--- config.mk ---
export PLATFORM = sky130hd
export DESIGN_NAME = smx_front
export DESIGN_NICKNAME = d
export VERILOG_FILES = /design/src/rtl/smx_pkg.sv /design/src/rtl/smx_front.sv
export SDC_FILE = /design/constraint.sdc
export NUM_CORES = 1
export LEC_CHECK = 0
export BUFFER_PORTS_ARGS = -buffer_cell sky130_fd_sc_hd__buf_2
export CAP_MARGIN = 30
export CORE_AREA = 5 5 95 142
export CTS_CLUSTER_SIZE = 24
export DETAILED_ROUTE_END_ITERATION = 8
export DIE_AREA = 0 0 100 147
export GPL_TIMING_DRIVEN = 0
export PLACE_DENSITY = 0.83
export RECOVER_POWER = 50
export SETUP_SLACK_MARGIN = 0.1
export SLEW_MARGIN = 25
export SYNTH_ARGS = -nofsm -noshare
export SYNTH_HDL_FRONTEND = slang
export SYNTH_SLANG_ARGS = --single-unit
export TNS_END_PERCENT = 20
--- constraint.sdc ---
create_clock -name clk_i -period 4.1 [get_ports clk_i]
set_input_delay 0.615 -clock clk_i [delete_from_list [all_inputs] [get_ports clk_i]]
set_output_delay 0.615 -clock clk_i [all_outputs]
set_load 0.03 [all_outputs]
--- src/rtl/smx_pkg.sv ---
// ----------------------------------------------------------------------------
// Stack machine execute unit package
// Item types, command and status codes, and shared control types.
// ----------------------------------------------------------------------------
`default_nettype none

package smx_pkg;

  typedef enum logic [4:0] {
    CMD_PUSH  = 5'd0,
    CMD_POP   = 5'd1,
    CMD_ADD   = 5'd2,
    CMD_SUB   = 5'd3,
    CMD_MUL   = 5'd4,
    CMD_DIV   = 5'd5,
    CMD_POW   = 5'd6,
    CMD_SQRT  = 5'd7,
    CMD_IN    = 5'd8,
    CMD_OUT   = 5'd9,
    CMD_PUSHR = 5'd10,
    CMD_POPR  = 5'd11,
    CMD_JMP   = 5'd12,
    CMD_JB    = 5'd13,
    CMD_JA    = 5'd14,
    CMD_JBE   = 5'd15,
    CMD_JAE   = 5'd16,
    CMD_JE    = 5'd17,
    CMD_CALL  = 5'd18,
    CMD_RET   = 5'd19,
    CMD_NOP   = 5'd20
  } cmd_e;

  localparam logic [4:0] LastCmd = 5'd19;

  typedef enum logic [2:0] {
    ST_OK     = 3'd0,
    ST_UNDER  = 3'd1,
    ST_OVER   = 3'd2,
    ST_DIVZ   = 3'd3,
    ST_BADREG = 3'd4,
    ST_NEGSQ  = 3'd5,
    ST_RSTK   = 3'd6,
    ST_BADTGT = 3'd7
  } status_e;

  typedef struct packed {
    logic [4:0]         command;
    logic signed [31:0] argument;
    logic signed [31:0] in_value;
  } smx_in_t;

  typedef struct packed {
    logic [15:0]        next_ip;
    logic signed [31:0] out_value;
    logic               out_valid;
    logic [2:0]         status;
  } smx_out_t;

  // Classified item as it sits in the queue between front and back.
  typedef struct packed {
    cmd_e        cmd;
    logic [31:0] arg;
    logic [31:0] inv;
  } smx_dec_t;

  typedef enum logic [1:0] {
    IOP_DIV  = 2'd0,
    IOP_POW  = 2'd1,
    IOP_SQRT = 2'd2
  } iter_op_e;

  typedef struct packed {
    logic     start;
    iter_op_e op;
  } iter_req_t;

  typedef enum logic [2:0] {
    BK_IDLE = 3'd0,
    BK_RDA  = 3'd1,
    BK_EXEC = 3'd2,
    BK_ITER = 3'd3,
    BK_WB   = 3'd4
  } back_state_e;

endpackage

`default_nettype wire

--- src/rtl/smx_front.sv ---
// ----------------------------------------------------------------------------
// Stack machine front end
// Accepts items, classifies the command and queues them for the back end.
// ----------------------------------------------------------------------------
`default_nettype none

module smx_front import smx_pkg::*; (
  input  wire logic     clk_i,
  input  wire logic     rst_ni,
  input  wire logic     in_valid_i,
  output logic          in_ready_o,
  input  wire smx_in_t  in_item_i,
  output logic          q_valid_o,
  output smx_dec_t      q_item_o,
  input  wire logic     q_pop_i
);

  smx_dec_t   slot_q [2];
  logic       wptr_q, rptr_q;
  logic [1:0] cnt_q, cnt_d;
  logic       push;
  smx_dec_t   dec;

  // Codes past the last command run as a one-word no-op.
  always_comb begin
    dec.cmd = (in_item_i.command > LastCmd) ? CMD_NOP : cmd_e'(in_item_i.command);
    dec.arg = in_item_i.argument;
    dec.inv = in_item_i.in_value;
  end

  assign in_ready_o = (cnt_q != 2'd2);
  assign push       = in_valid_i && in_ready_o;
  assign q_valid_o  = (cnt_q != 2'd0);
  assign q_item_o   = slot_q[rptr_q];

  always_comb begin
    cnt_d = cnt_q;
    if (push && !q_pop_i) begin
      cnt_d = cnt_q + 2'd1;
    end else if (!push && q_pop_i) begin
      cnt_d = cnt_q - 2'd1;
    end
  end

  always_ff @(posedge clk_i or negedge rst_ni) begin
    if (!rst_ni) begin
      wptr_q <= 1'b0;
      rptr_q <= 1'b0;
      cnt_q  <= 2'd0;
    end else begin
      cnt_q <= cnt_d;
      if (push) begin
        wptr_q <= ~wptr_q;
      end
      if (q_pop_i) begin
        rptr_q <= ~rptr_q;
      end
    end
  end

  always_ff @(posedge clk_i) begin
    if (push) begin
      slot_q[wptr_q] <= dec;
    end
  end

endmodule

`default_nettype wire

### Word-level counts from Yosys, hierarchy flattened

Memory sizes are Yosys's and may differ from the RTL's.
Index checks and enable logic that the tools add are counted.

| word-level totals | value |
|---|---|
| register bits | 4 |
| memory bits (writable) | 138 |
| input port bits | 73 |
| output and inout port bits | 71 |
| memories | 1 |

Memory list:

| memory | depth | bits a word | rd ports | clocked after Yosys merged registers in | wr ports | line | RTL |
|---|---|---|---|---|---|---|---|
| slot_q | 2 | 69 | 1 | 0 | 1 | smx_front.sv:18 | `smx_dec_t slot_q [2];` |

| operators by class | value |
|---|---|
| $add $sub $neg | 2 |
| order comparisons | 1 |
| eq/ne operators | 1 |
| muxes and demuxes | 5 |
| bitwise operators | 2 |
| reduce and logical (&&, ||, !) cells | 7 |

Operators with widths:

| cell | count |
|---|---|
| $gt A5 B5 Y1 const B | 1 |
| $mux W5 | 1 |
| $mux W2 | 2 |
| $reduce_bool A2 Y1 | 2 |
| $logic_and A1 B1 Y1 | 3 |
| $add A2 B1 Y2 const B | 1 |
| $logic_not A1 Y1 | 2 |
| $mux W1 | 2 |
| $ne A2 B2 Y1 const B | 1 |
| $not A1 Y1 | 2 |
| $sub A2 B1 Y2 const B | 1 |

### Logic depth before layout (Yosys ltp)

Gate-level depths: netlist (run 1).

| logic depth | value |
|---|---|
| depth after elaboration | 6 |
| gate-level depth with buffers | 7 |
| depth with buffers taken out | 7 |

### Least setup slack after synthesis (run 1)

No wires, ideal clock.

| timing path | value |
|---|---|
| kind | flip-flop to flip-flop |
| start point | reg cnt_q[0] |
| end point | mem slot_q[0][0] in the netlist's numbering, enable pin |
| data arrival time | 3773 ps |
| slack | -170 ps |
| cell stages (with the launch flop) | 4 |
| buffers on the path | 0 |
| period minus slack after synthesis | 4270 ps |
| cells stage by stage | dfrtp_1 > nand2b_1 > nand2_1 > nor2_1 |

| on the way | value |
|---|---|
| longest elaborated chain between the ends | 4 |

Ends and longest elaborated chain:

| item | line | RTL |
|---|---|---|
| start, declared | smx_front.sv:20 | `logic [1:0] cnt_q, cnt_d;` |
| start signal, assigned | smx_front.sv:51 | `cnt_q <= cnt_d;` |
| $ne A2 B2 Y1 | smx_front.sv:31 | `assign in_ready_o = (cnt_q != 2'd2);` |
| via in_ready_o | smx_front.sv:11 | `output logic in_ready_o,` |
| $logic_and A1 B1 Y1 | smx_front.sv:32 | `assign push = in_valid_i && in_ready_o;` |
| $mux W1 | smx_front.sv:62 | `if (push) begin` |
| $mux W1 (not written as such) | smx_front.sv:63 | `slot_q[wptr_q] <= dec;` |
| end, declared | smx_front.sv:18 |  |

The timed path passes the listed nets, and every way through them passes these cells.

==> results.ini, run 1 <==
[timing]
holdWs_ns=0.402
fin_crit_ns=2.78
setup_violations=0
layout_worst_path_cycle_share=0.678
finalClockSkew_ns=0.00771
tightest_slew_ns=1.36
max_freq_ghz=0.360
max_slew_margin=0.0919
rsz0062_at_grt=no
hold_violations=0
layout_setup_ws_ns=1.32
setup_tns_ns=0
slew_viol_final=0

[detailed_routing]
drc=0
wl_met1_microns=3470
route.met2.wl_microns=5540
highest_layer=met4
avgRoutedWirePerCell_microns=17.1
drtAntennaViolNets=0
dr_wl_met3_microns=610
vias_per_cell=4.71
vias=2703
first_pass_iters=4
first_iter_violations=118
totalWireLength_microns=9810

[logic_synthesis]
yosys.area_share.xor_xnor=0.00788
synth_cells=239
syn-num-nets=313
muxShareOfSynthArea=0.186
synth_top_family_by_area=multiplexers
synthSimpleGateAreaFrac=0.00878
netlist_area_sq_mm=0.00556
synth_seq_cells=142
seq_area_frac_synth=0.763
synth_compound_area_frac=0.00225
synth-adder-area-share=0.00225
synth.distinct_cells=19
synth_area_per_cell_sq_um=23.3
ys_warn_count=0

[pwr]
powerDensity_mw_per_mm2=816
power.total_mw=5.79
seqPwrFrac=0.359
pwr-share-comb=0.394
intPower_mw=3.84
irDropWorstVdd_v=0.000474
clockPowerShare=0.248
p_switching_mw=1.95
p_sw_frac=0.337
leakage_nw=2.82

[critical_path]
crit_fanout=10
arrival_ns=2.17
required_ns=3.48
endpoint_kind=output pin
path_class=flop to output pin
worstSetupStartpoint=rptr_q$_DFFE_PN0P_
start_kind=flop
reg2reg_from=cnt_q[0]$_DFFE_PN0P_

[die]
design.die.area_sq_mm=0.0147
ios=144
dieHeight_microns=147
rows=50
core_sq_mm=0.0122
start_util=0.456
die_w_microns=100

[clocking]
clk_latency_ns=0.40
cts-root-buf=clkbuf_16
cts.repair.resized=0
cts.clk_slew.worst_paths_ns=0.06
cts_buffers=17
htree_num_levels=4
cts.sinks=142
cts_tree=yes
clockBufferDepth=2

[placed_design]
dp_cells=542
dp_slack_ns=2.15
gp_congestion=0.670
io_buffers=143
dp_hpwl_microns=7230
placedInstanceArea_sq_mm=0.00659

[grt]
grt_start_max_net_pins=43
grt_overflow=0
track_usage=0.140
antenna_found_initial=0
grt_pass1_vias=3005
grt_pass1_wl_microns=15500

[cells_and_area]
n_antenna_cell=0
drive_gt1_frac=0.531
finalNonFillerCells=574
area_delta_synth_final_pct=27.8
design_area_sq_mm=0.00711
fillers=951
nNetsFinal=480
final_core_utilization=0.582

[hold_path]
hold_path_class=input pin to flop
worstHoldStart=in_item_i[42]

[job]
maxCapViolCount=0

[status]
outcome=completed

what timing repair did:
| action | in CTS | in global routing |
|---|---|---|
| hold buffers | 1 | 0 |
| buffers inserted | 0 | 0 |
| endpoints found under the setup margin | 0 | 0 |
| endpoints found under the hold margin | 4 | 0 |
flip-flops by register name (all words and copies together) (netlist names):
| register | cells |
|---|---|
| cnt_q | 2 |
| rptr_q | 1 |
| slot_q | 138 |
| wptr_q | 1 |
Yosys cell counts (all sizes together):
library cell / instances / area [sq um]
o21ai: 1 / 5.00
a21o: 1 / 7.51
inv: 2 / 7.51
or2: 1 / 6.26
and2: 2 / 12.5
nand2b: 1 / 6.26
nand2: 1 / 3.75
nor2: 2 / 7.51
clkbuf: 1 / 3.75
dfrtp: 4 / 100
edfxtp: 138 / 4140
xnor2: 2 / 17.5
mux2: 69 / 1040
buf: 8 / 151
xor2: 3 / 26.3
ha: 1 / 12.5
nor2b: 1 / 6.26
and3: 1 / 6.26
worst paths after layout:
path                            slack (ns)  depth (start not counted)                 endpoint
worst min register to register        0.51                          1       wptr_q$_DFFE_PN0N_
worst max-delay path                  1.32                          4             q_item_o[54]
min in group asynchronous             0.60                          2     cnt_q[0]$_DFFE_PN0P_
worst min-delay path                  0.40                          1  slot_q[1][42]$_DFFE_PP_
worst max register to register        1.74                          5  slot_q[0][25]$_DFFE_PP_
max in group asynchronous             3.28                          2       rptr_q$_DFFE_PN0P_
logic make-up after synthesis:
| group | after synthesis |
|---|---|
| AND/OR/NAND/NOR | 9 |
| adder cells (fa/ha/maj) | 1 |
| buffers and inverters | 11 |
| flip-flops | 142 |
| AO/OA/AOI/OAI | 2 |
| multiplexers | 69 |
| XOR/XNOR | 5 |
power groups by stage:
stage,combinational (mW),clock [mW],sequential (mW)
global placement,2.21,0,2.12
finish,2.28,1.44,2.08
detailed placement,2.33,0,2.11
global route,2.39,1.55,2.11
floorplan,1.75,0,2.10
CTS,2.34,1.48,2.08
cells in the final DEF (no fill, tap or decap), types with 3 or more instances in the layout:
cell type     n
edfxtp_1    138
mux2_4       69
clkbuf_16    17
clkbuf_1     33
clkinv_2      3
xor2_1        3
buf_16        3
clkinvlp_4    4
buf_12        8
buf_2       111
dfrtp_1       4
layer usage:
metal,up-vias,global-route usage
met5,-,0
met4,0,0.0641
met3,13,0.0409
met2,85,0.253
met1,1325,0.147
li1,1280,-
worst max-delay path, stage by stage, from the launching register on:
cell,delay [ns]
dfrtp_1,0.31
clkbuf_1,0.73
buf_12,0.24
mux2_4,0.31
buf_2,0.18
cell type report:
cell class / instances / area, sq um / area share
multi-input combinational: 86 / 1150 / 0.162
buffer: 9 / 148 / 0.0208
clock inverter: 14 / 144 / 0.0203
inverter: 2 / 7.51 / 0.00106
sequential: 142 / 4240 / 0.597
clock buffer: 17 / 425 / 0.0599
timing repair buffer: 148 / 788 / 0.111
tap: 156 / 195 / 0.0275
No activity file was read; power rests on OpenSTA's default activity.
==> inputs of run 2 (changes only) <==
Settings changed: CORE_AREA 5 5 95 142 to 5 5 91 135, DIE_AREA 0 0 100 147 to 0 0 96 140, PLACE_DENSITY 0.83 to 0.86.
Clock period 4.1 ns to 2.88 ns, I/O delays scaled along.
==> run 2 against run 1 <==
  * Routed wire length is 2.1% higher
  * Critical path type is now flop to flop
  * Largest power group unchanged
  * Design area is 0.86% lower
  * Global-route usage is 1.5 points higher
==> results.ini, run 2 (same netlist as run 1, synthesis figures left out) <==
[timing]
rsz0062_at_grt=no
finalClockSkew_ns=0.00612  ; -0.00159 ns
setup_tns_ns=0  ; unchanged
max_freq_ghz=0.470
hold_violations=0  ; unchanged
setup_violations=0  ; unchanged
slew_viol_final=0  ; unchanged
tightest_slew_ns=1.08  ; -0.286 ns
layout_worst_path_cycle_share=0.739
holdWs_ns=0.208  ; -0.194 ns
fin_crit_ns=2.13
max_slew_margin=0.282  ; +0.190

[placed_design]
dp_hpwl_microns=7230  ; about the same
io_buffers=143  ; unchanged
gp_congestion=0.696  ; +3.9%
dp_cells=532  ; -1.8%

[detailed_routing]
totalWireLength_microns=10000  ; +2.1%
first_pass_iters=4  ; unchanged
drc=0  ; unchanged
drtAntennaViolNets=0  ; unchanged
vias_per_cell=4.76  ; +0.99%
avgRoutedWirePerCell_microns=17.7  ; +3.7%
first_iter_violations=82  ; -31%
vias=2687  ; -0.59%

[job]
maxCapViolCount=0  ; unchanged

[die]
dieHeight_microns=140  ; -4.8%
design.die.area_sq_mm=0.0134  ; -8.6%
core_sq_mm=0.0109  ; -10%
start_util=0.508  ; +0.0526
rows=47  ; -6.0%
ios=144  ; unchanged
die_w_microns=96  ; -4.0%

[cells_and_area]
mostFrequentLayoutCells=138 x edfxtp_1, 110 x buf_2, 69 x mux2_4
final_core_utilization=0.644  ; +0.0616
largest_reg_flops=138  ; unchanged
nNetsFinal=479  ; -0.21%
reg.largest.list=slot_q (138), cnt_q (2)
seq_area_sq_mm=0.00424  ; unchanged
multiInputGateArea_sq_mm=0.00116  ; +0.76%
regMostFlops=slot_q
finalNonFillerCells=565  ; -1.6%
fillers=805  ; -15%
area_delta_synth_final_pct=26.7
drive_gt1_frac=0.531  ; unchanged
layout_commonest_cell=edfxtp_1
n_antenna_cell=0  ; unchanged

[clocking]
cts.clk_slew.worst_paths_ns=0.06  ; about the same
clk_latency_ns=0.40  ; about the same
cts_tree=yes
cts.repair.resized=0  ; unchanged
cts.sinks=142  ; unchanged
clockBufferDepth=2  ; unchanged
htree_num_levels=4  ; unchanged
cts_buffers=17  ; unchanged
cts-root-buf=clkbuf_16

[critical_path]
slowest_delay_ns=0.93  ; +0.20 ns
reg2reg_from=cnt_q[0]$_DFFE_PN0P_
ff2ff_path_depth=3  ; -2
path_cells=nand2b_1 > and3_2 > buf_12
reg2reg_setup_slack_ns=0.75  ; -0.99 ns
path_class=flop to flop
endpoint_kind=flop
worstSetupStartpoint=cnt_q[0]$_DFFE_PN0P_
crit_fanout=43  ; +33
arrival_ns=2.23  ; +0.06 ns
required_ns=2.98  ; -0.50 ns
start_kind=flop
r2r_end=slot_q[1][45]$_DFFE_PP_
worst_path_max_delay_cell=and3_2

[pwr]
leakage_nw=2.80  ; -0.96%
powerDensity_mw_per_mm2=1160  ; +42%
power.total_mw=8.14  ; +41%
irDropWorstVdd_v=0.000516  ; +8.9%

[hold_path]
hold_path_class=input pin to flop
min_to=slot_q[1][56]$_DFFE_PP_
holdPathStages=1  ; unchanged
worstHoldStart=in_item_i[56]

[grt]
track_usage=0.155  ; +0.0145
use_met1=0.148  ; +0.000596
top_usage_layer=met2
use_met2=0.288  ; +0.0350
grt_overflow=0  ; unchanged
grtUsageMet3=0.0510  ; +0.0101
antenna_found_initial=2  ; +2
grt_pass1_vias=3061  ; +1.9%
grt_pass1_wl_microns=15100  ; -2.2%
grt_start_max_net_pins=44  ; +2.3%

[status]
outcome=completed

run 2: cell count changes in the layout (fill, tap and decap cells not counted), sizes merged:
cell | previous run | this run
inv | 4 | 5
buf | 123 | 121
bufinv | 2 | 1
clkbuf | 50 | 52
run 2: power breakdown:
group | switching (mW) | internal (mW) | total (mW)
logic | 1.86 | 1.35 | 3.20
registers | 0.134 | 2.83 | 2.97
clock network | 0.789 | 1.18 | 1.97
total | 2.78 | 5.36 | 8.14
run 2: area by class of cell:
class                           count  share of cell area
Timing Repair Buffer              147               0.106
Inverter                            2             0.00107
Tap cell                          147              0.0261
Clock buffer                       18              0.0609
Sequential cell                   142               0.602
Clock inverter                     14              0.0167
Buffer                              9              0.0220
Multi-Input combinational cell     86               0.165
run 2: worst max-delay path by stage:
stage / to / slack (ns) / cells past startpoint
global placement: slot_q[1][53]$_DFFE_PP_ / -0.46 / 2
finish: slot_q[1][45]$_DFFE_PP_ / 0.75 / 3
CTS: q_item_o[4] / 0.81 / 4
global route: slot_q[1][45]$_DFFE_PP_ / 0.61 / 3
detailed placement: slot_q[0][12]$_DFFE_PP_ / 0.99 / 4
floorplan: slot_q[1][0]$_DFFE_PP_ / -0.001 / 2
run 2: timing repair:
action,CTS,global route
setup buffers,0,0
hold endpoints to repair,4,0
hold buffers,1,0
run 2: critical path: cells and delay by family (launching register included):
| kind | cells | cell delay (ns) |
|---|---|---|
| and+or+nand+nor | 2 | 1.11 |
| DFF | 1 | 0.41 |
| buffers and inverters | 1 | 0.29 |
run 2: per-layer routing:
metal	up-vias	wire (microns)
met4	4	200
met3	17	621
met1	1309	3340
li1	1272	-
met5	-	14
met2	85	5840
run 2: stage by stage:
stage	instance area, sq um	setup slack (ns)
3_3_place_gp	6470	-0.463
4_1_cts	7090	0.808
5_1_grt	7040	0.614
2_1_floorplan	5570	-0.00147
3_5_place_dp	6530	0.993
6_report	7040	0.752
==> inputs of run 3 (changes only) <==
Clock period 2.88 ns to 2.1 ns, I/O delays scaled along.
==> run 3 against run 2 <==
  * Highest routed layer is now met4
  * Sequential cell count did not move
  * Total power grew 43%
  * Sequential share of layout area down 0.95 points
  * Critical endpoint is now q_item_o[15]
  * Via count increased by 1.0%
  * Count of clock-buffer cells in the layout fell by 1
==> results.ini, run 3 (same netlist as run 1, synthesis figures left out) <==
[grt]
antenna_found_initial=0  ; -2
grt_start_max_net_pins=44  ; unchanged
grt_pass1_vias=3054  ; -0.23%
grt_pass1_wl_microns=15200  ; +0.50%
track_usage=0.154  ; -0.000776
grt_overflow=0  ; unchanged

[cells_and_area]
layout_commonest_cell=edfxtp_1
fillers=797  ; -0.99%
mostFrequentLayoutCells=138 x edfxtp_1, 110 x buf_2, 69 x mux2_4
nNetsFinal=479  ; unchanged
largest_reg_flops=138  ; unchanged
area_delta_synth_final_pct=28.7
drive_gt1_frac=0.538  ; +0.00736
n_antenna_cell=0  ; unchanged
seq_area_sq_mm=0.00424  ; unchanged
reg.largest.list=slot_q (138), cnt_q (2)
regMostFlops=slot_q
multiInputGateArea_sq_mm=0.00117  ; +0.97%

[critical_path]
arrival_ns=1.61  ; -0.62 ns
required_ns=1.78  ; -1.20 ns
crit_fanout=10  ; -77%
endpoint_kind=output pin
start_kind=flop
path_class=flop to output pin

[detailed_routing]
vias=2715  ; +1.0%
drtAntennaViolNets=0  ; unchanged
first_iter_violations=104  ; +27%
vias_per_cell=4.82  ; +1.4%
drc=0  ; unchanged
totalWireLength_microns=9950  ; -0.68%
first_pass_iters=4  ; unchanged
avgRoutedWirePerCell_microns=17.7  ; -0.33%

[clocking]
htree_num_levels=4  ; unchanged
cts-root-buf=clkbuf_16
cts_tree=yes
cts.clk_slew.worst_paths_ns=0.06  ; about the same
cts_buffers=17  ; unchanged
clockBufferDepth=2  ; unchanged
clk_latency_ns=0.40  ; about the same
cts.sinks=142  ; unchanged
cts_setup_buffers=0  ; unchanged

[timing]
rsz0062_at_grt=no
max_slew_margin=0.525  ; +0.243
setup_violations=0  ; unchanged
tightest_slew_ns=0.711  ; -0.366 ns
max_freq_ghz=0.519
finalClockSkew_ns=0.00467  ; -0.00145 ns
layout_setup_ws_ns=0.174  ; -0.578 ns
hold_violations=0  ; unchanged
layout_worst_path_cycle_share=0.917
slew_viol_final=0  ; unchanged
holdWs_ns=0.0996  ; -0.108 ns
fin_crit_ns=1.93

[hold_path]
hold_path_class=input pin to flop

[die]
die_w_microns=96  ; unchanged
dieHeight_microns=140  ; unchanged
core_sq_mm=0.0109  ; unchanged
design.die.area_sq_mm=0.0134  ; unchanged
rows=47  ; unchanged
ios=144  ; unchanged
start_util=0.508  ; unchanged

[pwr]
powerDensity_mw_per_mm2=1630  ; +41%
leakage_nw=2.84  ; +1.7%
irDropWorstVdd_v=0.00150  ; +190%
power.total_mw=11.7  ; +43%

[placed_design]
dp_slack_ns=0.254  ; -0.739 ns
io_buffers=143  ; unchanged
dp_hpwl_microns=7110  ; -1.6%
gp_congestion=0.674  ; -3.2%

[job]
maxCapViolCount=0  ; unchanged

[status]
outcome=completed

## run 3: final timing paths
check,from,to,slack (ns),cells after the start
max,rptr_q$_DFFE_PN0P_,q_item_o[15],0.17,4
min reg2reg,cnt_q[1]$_DFFE_PN0P_,cnt_q[1]$_DFFE_PN0P_,0.51,1
min in group asynchronous,rst_ni,wptr_q$_DFFE_PN0N_,0.29,2
min,in_item_i[39],slot_q[1][39]$_DFFE_PP_,0.1,1
max reg2reg,cnt_q[0]$_DFFE_PN0P_,slot_q[0][48]$_DFFE_PP_,0.23,4
max in group asynchronous,rst_ni,rptr_q$_DFFE_PN0P_,1.60,2
## run 3: layout make-up
type	count	share of cell area
inverter	2	0.00105
clock buffer	17	0.0594
multi-input combinational	86	0.164
timing repair buffer	147	0.105
tap	147	0.0257
buffer	9	0.0217
sequential	142	0.593
clock inverter	13	0.0301
## run 3: repair_timing
item | 4_1_cts | 5_1_grt
hold endpoints to repair | 4 | 0
hold buffers | 1 | 0
gates resized for setup | 0 | 0
## run 3: power breakdown
group	leakage [nW]	switching, mW	internal, mW
registers	1.33	0.189	3.88
logic	1.22	2.57	1.86
clock network	0.298	1.08	2.10
## run 3: metal layers
metal  wire length (microns)  up-vias  share of wire  track usage
met1                    3450     1357           0.35        0.157
met2                    5920       80           0.59        0.285
li1                        -     1268              -            -
met5                       0        -              0            0
met3                     393       10          0.039       0.0392
met4                     188        0          0.019       0.0660
## run 3: critical path, stage by stage, from the launching register on
cell,delay [ns]
dfrtp_1,0.35
buf_6,0.20
buf_12,0.17
mux2_4,0.31
buf_2,0.18
## run 3: per-stage QoR
| step | util | instances | instance area, sq um | setup TNS [ns] |
|---|---|---|---|---|
| 6_report | 0.654 | 563 | 7160 | 0 |
| 2_1_floorplan | - | 239 | 5580 | -1.61 |
| 5_1_grt | 0.654 | 563 | 7160 | 0 |
| 3_5_place_dp | 0.599 | 532 | 6560 | 0 |
| 4_1_cts | 0.659 | 563 | 7210 | 0 |
| 3_3_place_gp | 0.593 | 529 | 6480 | -43.74 |
